### config.mk
export PLATFORM = sky130hd
export DESIGN_NAME = vlgb_lane
export DESIGN_NICKNAME = d
export VERILOG_FILES = /design/src/rtl/vertex_linear_gradient_blend_assert.svh /design/src/rtl/vlgb_pkg.sv /design/src/rtl/vlgb_lane.sv
export SDC_FILE = /design/constraint.sdc
export NUM_CORES = 1
export LEC_CHECK = 0
export BUFFER_PORTS_ARGS = -buffer_cell sky130_fd_sc_hd__buf_2
export CELL_PAD_IN_SITES_DETAIL_PLACEMENT = 1
export CELL_PAD_IN_SITES_GLOBAL_PLACEMENT = 1
export CORE_ASPECT_RATIO = 1.5
export CORE_MARGIN = 4
export CORE_UTILIZATION = 46
export DETAILED_ROUTE_END_ITERATION = 16
export PLACE_DENSITY = 0.9
export REMOVE_ABC_BUFFERS = 1
export SYNTH_ARGS = -nofsm -noshare
export SYNTH_HDL_FRONTEND = slang
export SYNTH_SLANG_ARGS = --single-unit
export TNS_END_PERCENT = 10
### constraint.sdc
create_clock -name clk -period 5.8 [get_ports clk]
set_input_delay 0.58 -clock clk [delete_from_list [all_inputs] [get_ports clk]]
set_output_delay 0.58 -clock clk [all_outputs]
set_load 0.02 [all_outputs]
### src/rtl/vertex_linear_gradient_blend_assert.svh
// Assertion macros for the gradient blend block.
`ifndef VERTEX_LINEAR_GRADIENT_BLEND_ASSERT_SVH
`define VERTEX_LINEAR_GRADIENT_BLEND_ASSERT_SVH

`ifndef SYNTHESIS
// Same-cycle implication, checked at every rising edge outside reset.
`define VLGB_ASSERT_NOW(label, ante, cons) \
  label: assert property (@(posedge clk) disable iff (!rst_n) (ante) |-> (cons)) \
    else $error("vlgb assertion failed");
// Next-cycle implication.
`define VLGB_ASSERT_NEXT(label, ante, cons) \
  label: assert property (@(posedge clk) disable iff (!rst_n) (ante) |=> (cons)) \
    else $error("vlgb assertion failed");
`else
`define VLGB_ASSERT_NOW(label, ante, cons)
`define VLGB_ASSERT_NEXT(label, ante, cons)
`endif

`endif

### src/rtl/vlgb_pkg.sv
package vlgb_pkg;

  // Blend modes
  typedef enum logic [1:0] {
    MODE_ADD  = 2'd0,
    MODE_MUL  = 2'd1,
    MODE_OVER = 2'd2,
    MODE_SUB  = 2'd3
  } blend_mode_t;

  // Register indexes on the config port
  typedef enum logic [2:0] {
    REG_PLANE_NORMAL   = 3'd0,
    REG_PLANE_OFFSET   = 3'd1,
    REG_RAY_LENGTH     = 3'd2,
    REG_INVERSE_LENGTH = 3'd3,
    REG_COLOR_START    = 3'd4,
    REG_COLOR_END      = 3'd5,
    REG_BLEND_MODE     = 3'd6,
    REG_CAP_FLAGS      = 3'd7
  } reg_index_t;

  // 1.0 for the interpolation factor (16 fraction bits)
  localparam logic [16:0] T_ONE = 17'd65536;

  // Load enables for the blend lane stages
  typedef struct packed {
    logic en6;
    logic en7;
    logic en8;
  } lane_en_t;

  // Per-vertex data that rides along the pipe
  typedef struct packed {
    logic [31:0] orig;
    logic [31:0] grad;
    logic        skip;
    logic        last;
  } side_t;

  // Exact x/255 rounded down for x up to 255*255+127: (x + 1 + (x >> 8)) >> 8
  function automatic logic [7:0] div255(input logic [15:0] x);
    logic [16:0] acc;
    acc = 17'(x) + 17'd1 + 17'(x[15:8]);
    return acc[15:8];
  endfunction

endpackage

### src/rtl/vlgb_lane.sv
// One color channel of the blend: mode op, divide, alpha lerp sum.
module vlgb_lane (
  input  logic                   clk,
  input  vlgb_pkg::lane_en_t     en,
  input  vlgb_pkg::blend_mode_t  mode,
  input  logic [7:0]             orig,
  input  logic [7:0]             grad,
  input  logic [7:0]             alpha,
  output logic [15:0]            sum
);

  logic [15:0] pre_nxt;
  logic [15:0] pre_r;
  logic [7:0]  o6_r, a6_r;
  logic [7:0]  d_nxt;
  logic [7:0]  d_r, o7_r, a7_r;
  logic [15:0] sum_nxt;
  logic [15:0] sum_r;

  // Stage 6: add/subtract clamp, or product plus rounding bias for multiply
  always_comb begin
    unique case (mode)
      vlgb_pkg::MODE_ADD: begin
        pre_nxt = (9'(orig) + 9'(grad) > 9'd255) ? 16'd255 : 16'(orig) + 16'(grad);
      end
      vlgb_pkg::MODE_MUL: begin
        pre_nxt = 16'(orig) * 16'(grad) + 16'd127;
      end
      vlgb_pkg::MODE_SUB: begin
        pre_nxt = (orig > grad) ? 16'(orig - grad) : 16'd0;
      end
      default: begin
        pre_nxt = 16'd0;
      end
    endcase
  end

  always_ff @(posedge clk) begin
    if (en.en6) begin
      pre_r <= pre_nxt;
      o6_r  <= orig;
      a6_r  <= alpha;
    end
  end

  // Stage 7: finish the multiply rounding
  assign d_nxt = (mode == vlgb_pkg::MODE_MUL) ? vlgb_pkg::div255(pre_r) : pre_r[7:0];

  always_ff @(posedge clk) begin
    if (en.en7) begin
      d_r  <= d_nxt;
      o7_r <= o6_r;
      a7_r <= a6_r;
    end
  end

  // Stage 8: lerp numerator from original toward blended value
  assign sum_nxt = 16'(o7_r) * 16'(8'd255 - a7_r) + 16'(d_r) * 16'(a7_r) + 16'd127;

  always_ff @(posedge clk) begin
    if (en.en8) begin
      sum_r <= sum_nxt;
    end
  end

  assign sum = sum_r;

endmodule

# Word level (Yosys, flattened, before mapping)

Index checks and enable logic that the tools add are counted.

Logic and storage cells: 28
Output and inout bits: 16
Input bits: 30
Flip-flop bits (word level): 72

Equal/unequal tests: 2
Muxes and demuxes: 4
Add/sub/neg operators: 9
Order comparisons: 2
Reduce and logical (&&, ||, !) cells: 1
$mul: 3

Operator list:

| operator                                                               | number |
|---|---|
| 16-bit case mux with 3 select lines                                    | 1 |
| 16-bit by 7-bit adder with 16-bit output (second input constant)       | 2 |
| 8-bit by 8-bit multiplier with 16-bit output                           | 2 |
| 8-bit by 8-bit adder with 9-bit output                                 | 2 |
| 16-bit by 1-bit adder with 16-bit output (second input constant)       | 1 |
| 16-bit adder                                                           | 1 |
| 16-bit by 8-bit adder with 16-bit output                               | 1 |
| 9-bit by 9-bit multiplier with 16-bit output                           | 1 |
| 16-bit two-way mux                                                     | 1 |
| 9-bit by 8-bit > comparator with 1-bit output (second input constant)  | 1 |
| 9-bit two-way mux                                                      | 1 |
| 8-bit by 8-bit subtractor with 9-bit output                            | 1 |
| 8-bit by 8-bit subtractor with 9-bit output (first input constant)     | 1 |
| 8-bit > comparator                                                     | 1 |
| 8-bit two-way mux                                                      | 1 |
| 2-bit by 1-bit equality test with 1-bit output (second input constant) | 1 |
| 2-bit equality test (second input constant)                            | 1 |
| 2-bit zero test                                                        | 1 |

# Depth between registers and ports, before layout

Depth in word-level cells: 4
Depth in mapped cells: 20
Depth with buffers taken out: 19

# Worst setup path after synthesis

Ideal clock, no wire load.

Kind: register -> register
From: reg a7_r[0]
To: reg sum_r[9], in the netlist sum[9] (data pin)
Stages on the path, launching flop included: 19
Setup time: 0.258 ns
Buffers on the path: 1
Required time: 5.542 ns
Arrival: 5.201 ns
Path slack: 0.341 ns
Period minus slack after synthesis: 5.459 ns
Path through: edfxtp_1 clkbuf_1 nand2_1 fa_1 inv_1 fa_1 fa_1 fa_1 fa_1 inv_1 fa_1 inv_1 ha_1 and2_1 a31o_2 or3_1 a21o_1 a21oi_1 xnor2_1

Word-level cells in the longest chain between the ends: 4
Elaborated cells on any way between the ends: 5
Classes of those cells: add/sub: 3; mul: 2

Ends and longest elaborated chain:

| item                                         | line            | text |
|---|---|---|
| start: declaration                           | vlgb_lane.sv:16 | `logic [7:0] d_r, o7_r, a7_r;` |
| start signal: assignment                     | vlgb_lane.sv:53 | `a7_r <= a6_r;` |
| 8-bit by 8-bit subtractor with 9-bit output  | vlgb_lane.sv:58 | `assign sum_nxt = 16'(o7_r) * 16'(8'd255 - a7_r) + 16'(d_r) * 16'(a7_r) + 16'd127;` |
| 9-bit by 9-bit multiplier with 16-bit output | vlgb_lane.sv:58 |  |
| 16-bit adder *                               | vlgb_lane.sv:58 |  |
| 16-bit by 7-bit adder with 16-bit output *   | vlgb_lane.sv:58 |  |
| via sum_nxt[9]                               | vlgb_lane.sv:17 | `logic [15:0] sum_nxt;` |
| end signal: assignment                       | vlgb_lane.sv:62 | `sum_r <= sum_nxt;` |
| end: declaration                             | vlgb_lane.sv:18 | `logic [15:0] sum_r;` |

The timed path passes the listed nets; every way through them passes the cells marked *.
A chain may end at the register's enable or synchronous reset.

# Worst setup path in the final report

From: reg d_r[3]
To: reg sum_r[9], in the netlist sum[9] (data pin)

Word-level cells in the longest chain between the ends: 3

Ends and longest elaborated chain:

| item                                         | line            | text |
|---|---|---|
| start: declaration                           | vlgb_lane.sv:16 |  |
| start signal: assignment                     | vlgb_lane.sv:51 | `d_r <= d_nxt;` |
| 8-bit by 8-bit multiplier with 16-bit output | vlgb_lane.sv:58 |  |
| 16-bit adder                                 | vlgb_lane.sv:58 |  |
| 16-bit by 7-bit adder with 16-bit output     | vlgb_lane.sv:58 |  |
| via sum_nxt[9]                               | vlgb_lane.sv:17 |  |

The timed path passes the listed nets, and every way through them passes these cells.

==> flow_metrics.py <==
metrics = {
    "run_status": {
        "status": "finished clean",
    },
    "finish": {
        "finalInstanceArea_um2": 11200,
        "final_core_util": 0.517,
        "nNetsFinal": 1389,
        "diodes": 0,
        "n_fill_cell": 2483,
        "layout-drive-gt1-share": 0.104,
        "area_delta_synth_final_pct": 10.3,
    },
    "route": {
        "final_antenna_net_count": 0,
        "wl_um": 30200,
        "wl_per_cell_um": 22.0,
        "viasPerCell": 5.67,
        "first_pass_iters": 4,
        "routed-via-count": 7791,
        "drtIter0Drc": 352,
        "drc": 0,
    },
    "clock_tree": {
        "clk_pin_slew_ns": 0.07,
        "ctsLongestPathBuffers": 2,
        "cts.htree.levels": 3,
        "clock_sinks": 72,
        "cts_tree": "yes",
        "cts-buffers-inserted": 9,
        "cts_root_buf": "clkbuf_16",
        "clk_latency_ns": 0.35,
        "cts_hold_buffers": 0,
    },
    "synthesis": {
        "synth.most_common_cell": "inv_1",
        "async_reset_ff_frac": 0,
        "synth_top_flop_cell": "edfxtp_1",
        "yosys-top-cells-area": "fa_1, edfxtp_1, ha_1",
        "yosys.area.top_type_share": 0.287,
        "avgSynthCellArea_um2": 9.93,
        "yosysWarnings": 0,
        "synthDistinctLibCells": 62,
        "synth_cells": 1025,
        "synth_edf_count": 72,
        "ys_seq_area_frac": 0.212,
        "syn_area_um2": 10200,
        "yosys.area.top_type": "fa_1",
        "yosys-top-cells-count": "inv_1, fa_1, ha_1",
        "synth-seq-cells": 72,
    },
    "worst_setup_path": {
        "start_kind": "flop",
        "reg2reg_slack_ns": 0.05,
        "cp-end-kind": "flop",
        "path_max_fanout": 8,
        "cp.arrival_ns": 5.85,
        "crit_required_ns": 5.90,
        "reg2reg_from": "d_r[3]",
        "r2r_cells": 17,
        "reg2reg_to": "sum[9]",
        "crit_type": "flop to flop",
    },
    "placed_design": {
        "routabilityCongestion": 0.937,
        "place_area_um2": 10700,
        "portBuffers": 45,
        "hpwlAfterDp_um": 23400,
        "dp_slack_ns": 0.0146,
    },
    "timing": {
        "maxSlewViolCount": 0,
        "finalSetupViolCount": 0,
        "clock_skew_ns": 0.00975,
        "period_share": 0.991,
        "tns_ns": 0,
        "hold_viol_final": 0,
        "fin_crit_ns": 5.75,
        "worst_slack_ns": 0.0537,
        "relSlewSlack": 0.337,
        "rsz0062_at_grt": "true",
        "max_clock_freq_mhz": 174,
        "tightestPinTransition_ns": 0.988,
    },
    "global_route": {
        "grt_max_degree": 33,
        "grt_pass1_vias": 9354,
        "grt_overflow": 0,
        "grt_first_pass_wirelength_um": 47600,
        "antenna_found_initial": 0,
        "grt_use_total": 0.253,
    },
    "floorplan": {
        "initial_core_util": 0.469,
        "core_um2": 21700,
        "fp-row-count": 66,
        "die_w_um": 129,
        "die_h_um": 190,
        "dieArea_um2": 24600,
        "io-pin-count": 46,
    },
    "hold_path": {
        "holdPathStages": 1,
        "min_to": "a6_r[0]",
        "hp-start": "alpha[0]",
        "min_path_type": "input port to flop",
    },
    "flow_run": {
        "drv_cap": 0,
    },
}
[metal layers]
layer	global-route usage	vias up	part of all wire
met5	0	-	0
met4	0.182	0	0.085
met3	0.0331	146	0.038
met2	0.492	256	0.56
met1	0.232	3960	0.31
li1	-	3429	-
[what timing repair did]
item,4_1_cts,5_1_grt
hold endpoints to repair,0,0
pin swaps,0,1
resized for setup,0,10
endpoints found under the setup margin,3,6
setup buffers,14,8
[registers in the layout (all words and copies together) (netlist names)]
register  flops
d_r           8
sum          16
o7_r          8
a7_r          8
a6_r          8
pre_r        16
o6_r          8
[cell type report]
| type | instances | area (µm²) | area share |
|---|---|---|---|
| Sequential cell | 72 | 2160 | 0.192 |
| Inverter | 209 | 785 | 0.0698 |
| Timing Repair Buffer | 77 | 469 | 0.0418 |
| Clock inverter | 7 | 58.8 | 0.00524 |
| Clock buffer | 9 | 225 | 0.0200 |
| Tap cell | 272 | 340 | 0.0303 |
| Multi-Input combinational cell | 727 | 7190 | 0.640 |
[layout by cell type (no fill, tap or decap), drive strengths merged, types with 23 or more instances in the layout]
cell type / n
inv: 213
fa: 146
ha: 117
nand2: 87
buf: 77
edfxtp: 72
and2: 67
nor2b: 40
nand2b: 34
nor2: 34
a21oi: 31
o21ai: 28
xnor2: 23
[metrics by stage]
| step | std cells | hold slack, ns |
|---|---|---|
| floorplan | 1008 | 0.400 |
| global placement | 1335 | 0.402 |
| detailed placement | 1335 | 0.405 |
| CTS | 1365 | 0.395 |
| global route | 1373 | 0.392 |
| finish | 1373 | 0.407 |
[worst max-delay path, stage by stage, from the launching register on]
cell and delay, ns:
edfxtp_1 0.58, nand2_1 0.20, fa_1 0.65, inv_1 0.08, ha_1 0.39, fa_2 0.61, fa_1 0.44, fa_1 0.49
inv_1 0.05, fa_1 0.47, inv_1 0.04, ha_2 0.29, and2_1 0.17, a31o_2 0.23, or3_1 0.35, a21o_1 0.20
a21oi_1 0.18, xnor2_1 0.08
[how the worst max path moves through the flow]
stage               cells after the start      end  slack [ns]  startpoint
floorplan                              17   sum[9]        0.45     a7_r[0]
global placement                       17  sum[15]        0.23     a7_r[3]
detailed placement                     18  sum[14]        0.01     a7_r[0]
CTS                                    17  sum[14]        0.04     a7_r[2]
global route                           17   sum[9]       -0.04      d_r[3]
finish                                 17   sum[9]        0.05      d_r[3]
[kinds of logic (layout without fill, tap and decap cells)]
group | count (synthesis) | count (layout) | share of synthesized area
and+or+nand+nor | 303 | 303 | 0.156
adders and majority gates | 263 | 263 | 0.431
buffers and inverters | 226 | 302 | 0.0842
AOI/OAI and AO/OA | 128 | 128 | 0.0879
DFF | 72 | 72 | 0.212
xor gates and xnor gates | 32 | 32 | 0.0275
muxes | 1 | 1 | 0.000983
Power is not shown: default switching activity piles up to over one toggle a cycle in this logic, so the estimate is an artifact.
